$ cat src/rtl/kptq_pkg.sv
// Package for the keyed priority task queue: sizes, action and status codes.
// No dependencies.
`default_nettype none
package kptq_pkg;
  localparam int unsigned Capacity = 64;
  localparam int unsigned KeyBits = 16;
  localparam int unsigned PrioBits = 32;
  localparam int unsigned OwnerBits = 16;
  localparam int unsigned IdxBits = $clog2(Capacity);
  localparam int unsigned CntBits = $clog2(Capacity + 1);

  typedef enum logic [1:0] {
    ACT_ADD = 2'd0,
    ACT_CHANGE = 2'd1,
    ACT_REMOVE = 2'd2,
    ACT_POP = 2'd3
  } action_e;

  typedef enum logic [1:0] {
    ST_DONE = 2'd0,
    ST_ABSENT = 2'd1,
    ST_FULL = 2'd2,
    ST_EMPTY = 2'd3
  } status_e;

  typedef enum logic [1:0] {
    FSM_IDLE,
    FSM_SCAN,
    FSM_APPLY,
    FSM_OUT
  } fsm_e;

  // Data that circulates through the chain of cells, one entry per cell.
  typedef struct packed {
    logic                 valid;
    logic [KeyBits-1:0]   key;
    logic [OwnerBits-1:0] owner;
    logic [PrioBits-1:0]  prio;
  } entry_t;

  // Command from the controller to every cell.
  typedef struct packed {
    logic        shift;
    logic        write_head;
    entry_t      head_data;
  } chain_ctrl_t;
endpackage
`default_nettype wire

$ cat src/rtl/kptq_cell.sv
// One storage cell of the task ring: holds one entry and passes it on when shifted.
// Depends on kptq_pkg.
`default_nettype none
module kptq_cell (
  input  wire logic            clk_i,
  input  wire logic            rst_ni,
  input  wire logic            shift_i,
  input  wire kptq_pkg::entry_t prev_i,
  output kptq_pkg::entry_t     entry_o
);
  import kptq_pkg::*;

  logic   valid_q;
  entry_t data_q;

  // The valid flag is control state and is cleared by reset.
  always_ff @(posedge clk_i or negedge rst_ni) begin
    if (!rst_ni) begin
      valid_q <= 1'b0;
    end else if (shift_i) begin
      valid_q <= prev_i.valid;
    end
  end

  // Payload moves along with the flag.
  always_ff @(posedge clk_i) begin
    if (shift_i) begin
      data_q <= prev_i;
    end
  end

  always_comb begin
    entry_o = data_q;
    entry_o.valid = valid_q;
  end
endmodule
`default_nettype wire

$ cat src/rtl/kptq_ring.sv
// Ring of storage cells that rotates one place per shift cycle.
// Depends on kptq_pkg and kptq_cell.
`default_nettype none
module kptq_ring (
  input  wire logic               clk_i,
  input  wire logic               rst_ni,
  input  wire kptq_pkg::chain_ctrl_t ctrl_i,
  output kptq_pkg::entry_t        tail_o
);
  import kptq_pkg::*;

  entry_t cell_out [Capacity];
  entry_t cell_in  [Capacity];

  // The tail entry re-enters at the head unless the controller replaces it.
  always_comb begin
    cell_in[0] = ctrl_i.write_head ? ctrl_i.head_data : cell_out[Capacity-1];
    for (int i = 1; i < Capacity; i++) begin
      cell_in[i] = cell_out[i-1];
    end
  end

  for (genvar g = 0; g < Capacity; g++) begin : g_cell
    kptq_cell u_cell (
      .clk_i   (clk_i),
      .rst_ni  (rst_ni),
      .shift_i (ctrl_i.shift),
      .prev_i  (cell_in[g]),
      .entry_o (cell_out[g])
    );
  end

  assign tail_o = cell_out[Capacity-1];
endmodule
`default_nettype wire

$ cat src/rtl/keyed_priority_task_queue_top.sv
// Keyed priority task queue: 64 tasks held in a rotating chain of cells.
// Each transaction makes a search rotation, a turnaround state, an apply rotation and an
// output state that registers the result; only then is the next transaction taken, so the
// queue handles one transaction at a time. A result still waiting on the output holds the
// next one back. The ring turns one position per cycle while scanning.
// Reset clears all valid flags (empty table) and the output valid flag at once.
`default_nettype none
module keyed_priority_task_queue_top (
  input  wire logic        clk_i,
  input  wire logic        rst_ni,
  input  wire logic        in_valid_i,
  output logic             in_ready_o,
  input  wire logic [1:0]  action_i,
  input  wire logic [15:0] owner_id_i,
  input  wire logic [15:0] task_key_i,
  input  wire logic [31:0] task_priority_i,
  output logic             out_valid_o,
  input  wire logic        out_ready_i,
  output logic [15:0]      popped_owner_o,
  output logic [1:0]       status_o
);
  import kptq_pkg::*;

  fsm_e state_q, state_d;
  logic pass_q, pass_d;                 // 0: search rotation, 1: apply rotation
  logic [IdxBits-1:0] pos_q, pos_d;     // position index of entry at tail
  action_e act_q;
  logic [OwnerBits-1:0] own_q;
  logic [KeyBits-1:0] key_q;
  logic [PrioBits-1:0] prio_q;
  logic match_hit_q, match_hit_d, free_hit_q, free_hit_d, best_hit_q, best_hit_d;
  logic [IdxBits-1:0] match_q, match_d, free_q, free_d, best_q, best_d;
  logic [PrioBits-1:0] best_prio_q, best_prio_d;
  logic [KeyBits-1:0] best_key_q, best_key_d;
  logic [OwnerBits-1:0] best_own_q, best_own_d;
  logic [OwnerBits-1:0] res_own_q, res_own_d;
  status_e res_st_q, res_st_d;
  logic out_valid_q, out_valid_d;

  chain_ctrl_t ctrl;
  entry_t tail;
  logic last;

  kptq_ring u_ring (
    .clk_i  (clk_i),
    .rst_ni (rst_ni),
    .ctrl_i (ctrl),
    .tail_o (tail)
  );

  // Tail index counts up from zero so that the lowest slot is seen first in each pass.
  // Cell k holds slot (Capacity-1-k) at rest; the tail shows slots from 0 upward.
  assign last = (pos_q == IdxBits'(Capacity - 1));

  // Next-state logic.
  always_comb begin
    state_d = state_q;
    unique case (state_q)
      FSM_IDLE:  if (in_valid_i) state_d = FSM_SCAN;
      FSM_SCAN:  if (last && pass_q) state_d = FSM_OUT;
                 else if (last) state_d = FSM_APPLY;
      FSM_APPLY: state_d = FSM_SCAN;
      FSM_OUT:   if (!out_valid_q || out_ready_i) state_d = FSM_IDLE;
      default:   state_d = FSM_IDLE;
    endcase
  end

  // Search accumulators: key match, first free slot, best entry.
  always_comb begin
    match_hit_d = match_hit_q;
    match_d     = match_q;
    free_hit_d  = free_hit_q;
    free_d      = free_q;
    best_hit_d  = best_hit_q;
    best_d      = best_q;
    best_prio_d = best_prio_q;
    best_key_d  = best_key_q;
    best_own_d  = best_own_q;
    if (state_q == FSM_IDLE) begin
      match_hit_d = 1'b0;
      free_hit_d  = 1'b0;
      best_hit_d  = 1'b0;
    end else if (state_q == FSM_SCAN && !pass_q) begin
      if (tail.valid && tail.key == key_q) begin
        match_hit_d = 1'b1;
        match_d     = pos_q;
      end
      if (!tail.valid && !free_hit_q) begin
        free_hit_d = 1'b1;
        free_d     = pos_q;
      end
      if (tail.valid && (!best_hit_q || tail.prio > best_prio_q ||
          (tail.prio == best_prio_q && tail.key > best_key_q))) begin
        best_hit_d  = 1'b1;
        best_d      = pos_q;
        best_prio_d = tail.prio;
        best_key_d  = tail.key;
        best_own_d  = tail.owner;
      end
    end
  end

  // Outcome of the search, loaded into the result registers once the output is free.
  always_comb begin
    res_own_d = res_own_q;
    res_st_d  = res_st_q;
    if (state_q == FSM_OUT && (!out_valid_q || out_ready_i)) begin
      res_own_d = '0;
      res_st_d  = ST_DONE;
      unique case (act_q) inside
        ACT_ADD:    if (!match_hit_q && !free_hit_q) res_st_d = ST_FULL;
        ACT_CHANGE, ACT_REMOVE: if (!match_hit_q) res_st_d = ST_ABSENT;
        ACT_POP:    if (!best_hit_q) res_st_d = ST_EMPTY;
                    else res_own_d = best_own_q;
        default:    res_st_d = ST_DONE;
      endcase
    end
  end

  // Ring control: rotate in scan, rewrite the target entry during the apply pass.
  always_comb begin
    ctrl.shift = (state_q == FSM_SCAN);
    ctrl.write_head = 1'b0;
    ctrl.head_data = tail;
    if (state_q == FSM_SCAN && pass_q) begin
      unique case (act_q)
        ACT_ADD: begin
          if ((match_hit_q && pos_q == match_q) ||
              (!match_hit_q && free_hit_q && pos_q == free_q)) begin
            ctrl.write_head = 1'b1;
            ctrl.head_data = '{valid: 1'b1, key: key_q, owner: own_q, prio: prio_q};
          end
        end
        ACT_CHANGE: begin
          if (match_hit_q && pos_q == match_q) begin
            ctrl.write_head = 1'b1;
            ctrl.head_data.prio = prio_q;
          end
        end
        ACT_REMOVE: begin
          if (match_hit_q && pos_q == match_q) begin
            ctrl.write_head = 1'b1;
            ctrl.head_data.valid = 1'b0;
          end
        end
        ACT_POP: begin
          if (best_hit_q && pos_q == best_q) begin
            ctrl.write_head = 1'b1;
            ctrl.head_data.valid = 1'b0;
          end
        end
        default: ctrl.write_head = 1'b0;
      endcase
    end
  end

  // Output and pass bookkeeping.
  always_comb begin
    pos_d       = (state_q == FSM_SCAN) ? pos_q + 1'b1 : '0;
    pass_d      = pass_q;
    out_valid_d = out_valid_q && !out_ready_i;
    if (state_q == FSM_IDLE) pass_d = 1'b0;
    if (state_q == FSM_APPLY) pass_d = 1'b1;
    if (state_q == FSM_OUT && (!out_valid_q || out_ready_i)) out_valid_d = 1'b1;
  end

  assign in_ready_o     = (state_q == FSM_IDLE);
  assign out_valid_o    = out_valid_q;
  assign popped_owner_o = res_own_q;
  assign status_o       = res_st_q;

  // Control registers.
  always_ff @(posedge clk_i or negedge rst_ni) begin
    if (!rst_ni) begin
      state_q     <= FSM_IDLE;
      pass_q      <= 1'b0;
      pos_q       <= '0;
      out_valid_q <= 1'b0;
      match_hit_q <= 1'b0;
      free_hit_q  <= 1'b0;
      best_hit_q  <= 1'b0;
    end else begin
      state_q     <= state_d;
      pass_q      <= pass_d;
      pos_q       <= pos_d;
      out_valid_q <= out_valid_d;
      match_hit_q <= match_hit_d;
      free_hit_q  <= free_hit_d;
      best_hit_q  <= best_hit_d;
    end
  end

  // Payload registers.
  always_ff @(posedge clk_i) begin
    if (in_valid_i && in_ready_o) begin
      act_q  <= action_e'(action_i);
      own_q  <= owner_id_i;
      key_q  <= task_key_i[KeyBits-1:0];
      prio_q <= task_priority_i[PrioBits-1:0];
    end
    match_q     <= match_d;
    free_q      <= free_d;
    best_q      <= best_d;
    best_prio_q <= best_prio_d;
    best_key_q  <= best_key_d;
    best_own_q  <= best_own_d;
    res_own_q   <= res_own_d;
    res_st_q    <= res_st_d;
  end
endmodule
`default_nettype wire

$ cat config.mk
export PLATFORM = sky130hd
export DESIGN_NAME = keyed_priority_task_queue_top
export DESIGN_NICKNAME = d
export VERILOG_FILES = /design/src/rtl/kptq_pkg.sv /design/src/rtl/kptq_cell.sv /design/src/rtl/kptq_ring.sv /design/src/rtl/keyed_priority_task_queue_top.sv
export SDC_FILE = /design/constraint.sdc
export NUM_CORES = 2
export LEC_CHECK = 0
export ABC_AREA = 1
export BUFFER_PORTS_ARGS = -buffer_cell sky130_fd_sc_hd__clkbuf_2
export CORE_ASPECT_RATIO = 0.75
export CORE_MARGIN = 5
export CORE_UTILIZATION = 56
export DETAILED_ROUTE_END_ITERATION = 16
export PLACE_DENSITY = 0.75
export SLEW_MARGIN = 20
export SYNTH_ARGS = -nofsm -noshare
export SYNTH_HDL_FRONTEND = slang
export SYNTH_HIERARCHICAL = 1
export SYNTH_SLANG_ARGS = --single-unit
export TNS_END_PERCENT = 10
$ cat constraint.sdc
create_clock -name clk_i -period 70 [get_ports clk_i]
set_input_delay 3.5 -clock clk_i [delete_from_list [all_inputs] [get_ports clk_i]]
set_output_delay 3.5 -clock clk_i [all_outputs]
set_load 0.005 [all_outputs]
==> summary.md <==
| Metric | Value |
|---|---|
| Clock Skew | ~0.049 ns |
| Top post-synthesis cells by area | edfxtp_1 94%, nand2_1 1.6%, dfrtp_1 1.4% |
| Clock latency at the later pin of the worst-skew pair | approximately 0.9 ns |
| Hpwl dp | approximately 85 mm |
| Post-synthesis compound-gate area fraction | 0.442% |
| Slew Viols, Final | 0 |
| Post-route ant nets | 0 |
| RSZ-0062 raised after global routing | no |
| Post-synthesis instance total | ~5,500 |
| CP max FO | approximately 180 |
| WS Path Type | reg2reg |
| Clock Sinks | 4,339 |
| Critical-path cell list | inv_2 -> nor2_4 -> buf_12 -> buf_16 -> buf_4 -> buf_4 -> buf_12 -> buf_4 |
| GPL Wtd Cong | between 0.8 and 0.9 |
| Die H | roughly 440 um |
| Vias post-DR | between 40,000 and 50,000 |
| Layout cells sized above 1 | a little under an eighth |
| VDD IR-drop max | around 0.034 mV |
| CTS tree | built |
| Layout net count | just over 6,000 |
| Clock Path Buffers | 4 |
| Worst reg2reg path startpoint | state_q[0] |
| Post-route cell area | roughly 150,000 um^2 |
| H-tree levels | 5 |
| Flop and latch count out of synthesis | approximately 4,300 |
| CTS Root Cell | clkbuf_16 |
| Layout area overhead | 12.3% |
| Status | complete, no violations |
| Peak Freq | roughly 180 MHz |
| Cell Area, Synth | around 140,000 um^2 |
| Critical path's largest stage delay | between 0.9 and 1 ns |
| CP required | 70.45 ns |
| Hold depth | 0 |
| CP Launch Point | state_q[0] |
| Hold Path Origin | u_ring/g_cell[12].u_cell/entry_o[29] |
| Highest metal used | met4 |
| Top-Level Pins | 90 |
| Crit path depth | 8 |
| DR WL/cell | approximately 20 um |
| Clk slew on worst S/H paths | approximately 0.07 ns |
| Number of synthesized flops with an enable pin | approximately 4,300 |
| Met1 Wirelength | about 85 mm |
| Leakage | around 50 nW |
| Delay-heaviest family, CP | buffers and inverters |
| Syn nets | about 5,600 |
| Routed wl met3 | 10.1 mm |
| Vias in the first global route | between 40,000 and 50,000 |
| DRC Markers | 0 |
| Post-CTS setup buffers | 0 |
| Critical path launch point type | flip-flop |
| Most used DFF post-synth | edfxtp_1 |
| Final hold vios | 0 |
| FP Rows | around 160 |
| Placed standard-cell area | about 140,000 um^2 |
| Largest family of logic cells by synthesized area | simple AND/OR/NAND/NOR gates |
| CP most frequent cell | buf_4 |
| Post-Synth Simple-Gate Area | 2.09% |
| Met2 routed WL | ~87 mm |
| Sequential area share after synthesis | about 96% |
| Fin worst setup slack | between 60 and 70 ns |
| Setup slack at placement | between 60 and 70 ns |
| Syn avg cell area | around 25 um^2 |
| R2R cell count | 8 |
| Critical path arrival | around 6 ns |
| Global route overflow | 0 |
| # port buffers | between 80 and 90 |
| WL final | 186 mm |
| Initial core utilization | a little under three fifths |
| Ys async rst share | under 10% |
| Yosys Warn Count | 6 |
| Core area | approximately 240,000 um^2 |
| Post-synthesis adder-cell area fraction | 0.498% |
| Minimum clock period | roughly 5.5 ns |
| Library cells used by synthesis | 37 |
| Max-cap violations | 0 |
| WP buf/inv | 7 |
| Initial antenna violation count | 14 |
| Hold WC Path Type | reg2reg |
| CP max-delay cell | buf_4 |
| Mux cell area share after synthesis | 0% |
| Largest net degree at the start of global routing | 242 |
| DR pass1 iterations | 6 |
| Die area | roughly 250,000 um^2 |
| Detailed Route Iter0 Violations | around 5,500 |
| First-pass GRT wire length | around 290 mm |
| Via/cell ratio | between 5 and 6 |
| Pwr Density | 42.5 nW/um^2 |
| Post-cts resize count | 0 |
| Fin crit share | just under 8% |
| Die Width | just under 600 um |
| Worst slew margin | a little over a fifth |
| Hold_buf cts | 0 |
| Overall power | between 6 and 7 mW |
| Worst setup EP type | flip-flop |
| Post-Synth XOR/XNOR Area | less than 1% |
| Synth area leader | edfxtp_1 |
| Final TNS setup | 0 ns |
| CTS buffer count | 380 |
| Gr usage total | between 10% and 20% |
| Area share of the largest cell type after synthesis | 94.3% |
| # setup viols final | 0 |
| Slew at the pin closest to its max-slew limit | 1.17 ns |
| Fin util | 63.2% |
==> path summary, 6_finish.rpt <==
path	endpoint	slack (ns)
hold reg to reg	u_ring/g_cell[13].u_cell/entry_o[29]	0.39
hold / removal	u_ring/g_cell[13].u_cell/entry_o[29]	0.39
setup reg to reg	u_ring/g_cell[60].u_cell/entry_o[11]	64.52
min in group asynchronous	out_valid_o	2.66
setup / recovery	u_ring/g_cell[60].u_cell/entry_o[11]	64.52
max in group asynchronous	u_ring/g_cell[21].u_cell/valid_q	66.78
==> sequential cells by signal (all words and copies together), names as in the netlist <==
name and count:
pass_q 1, match_hit_q 1, state_q 2, pos_q 6, best_q 6, best_prio_q 32
best_key_q 16, u_ring/g_cell.u_cell/valid_q 64, free_hit_q 1, key_q 16, status_o 2, act_q 2
out_valid_o 1, prio_q 32, own_q 16, match_q 6, free_q 6, best_hit_q 1
best_own_q 16, popped_owner_o 16, u_ring/g_cell.u_cell/entry_o 4096
==> power breakdown <==
group          internal [mW]  total (mW)  switching (mW)
registers               3.88        4.10           0.221
logic                 0.0307       0.310           0.280
clock network           1.18        2.07           0.890
total                   5.09        6.48            1.39
==> layer usage <==
metal	global-route usage, %	up-vias
li1	-	22000
met1	22.0	24300
met2	22.2	1310
met3	2.86	348
met4	4.25	0
met5	0	-
==> synth_stat cells (2+ instances only) <==
cell type / count
nand2_1: 576
dfrtp_1: 77
o21ai_2: 32
or2_2: 5
buf_2: 12
nor2_4: 2
inv_2: 6
a21oi_1: 31
nand3_1: 43
ha_1: 54
buf_6: 18
o211ai_1: 2
nand3_4: 2
nor2_1: 55
edfxtp_1: 4262
buf_4: 66
inv_1: 202
xnor2_1: 3
nor4_1: 4
o21a_1: 2
nand4_1: 10
xor2_1: 13
nand2_2: 3
o22ai_1: 3
nor3_1: 2
o21ai_0: 12
==> cells in the final DEF (no fill, tap or decap), drive strengths merged <==
| cell | netlist | routed |
|---|---|---|
| clkbuf | 1 | 551 |
| buf | 96 | 48 |
| nor4 | 5 | 5 |
| o22ai | 3 | 3 |
| nor2 | 58 | 58 |
| nand3 | 45 | 45 |
| a31oi | 1 | 1 |
| diode | 0 | 2 |
| a21oi | 32 | 32 |
| nand2 | 579 | 579 |
| clkinvlp | 0 | 21 |
| inv | 208 | 223 |
| xor2 | 13 | 13 |
| o21ai | 44 | 44 |
| o2111ai | 1 | 1 |
| clkinv | 0 | 149 |
| o221ai | 1 | 1 |
| nor3 | 3 | 3 |
| edfxtp | 4262 | 4262 |
| nand4 | 10 | 10 |
| ha | 54 | 54 |
| o21bai | 1 | 1 |
| or2 | 6 | 6 |
| dfrtp | 77 | 77 |
| bufinv | 0 | 41 |
| xnor2 | 3 | 3 |
| o21a | 2 | 2 |
| a21o | 1 | 1 |
| o211ai | 2 | 2 |
==> area by class of cell <==
class	instances	area [um^2]
flip-flops and latches	4339	130000
fillers	15100	88700
clock buffers	463	10100
multi-input cells	864	4280
well taps	3239	4050
clock inverters	226	2280
repair buffers	136	1030
inverters	208	781
diodes	2	5.00
==> cell families after synthesis <==
family,Yosys count
flops,4339
fa+ha+maj,54
simple gates,706
compound gates,88
buf+inv,305
xor+xnor,16
==> stage by stage <==
stage | hold slack, ns | instances
final | 0.394 | 9477
after global routing | 0.408 | 9476
after detailed placement | 0.405 | 8781
after floorplan | 0.400 | 5508
after CTS | 0.389 | 9470
after global placement | 0.400 | 8781
(Power assumes the default switching activity.)
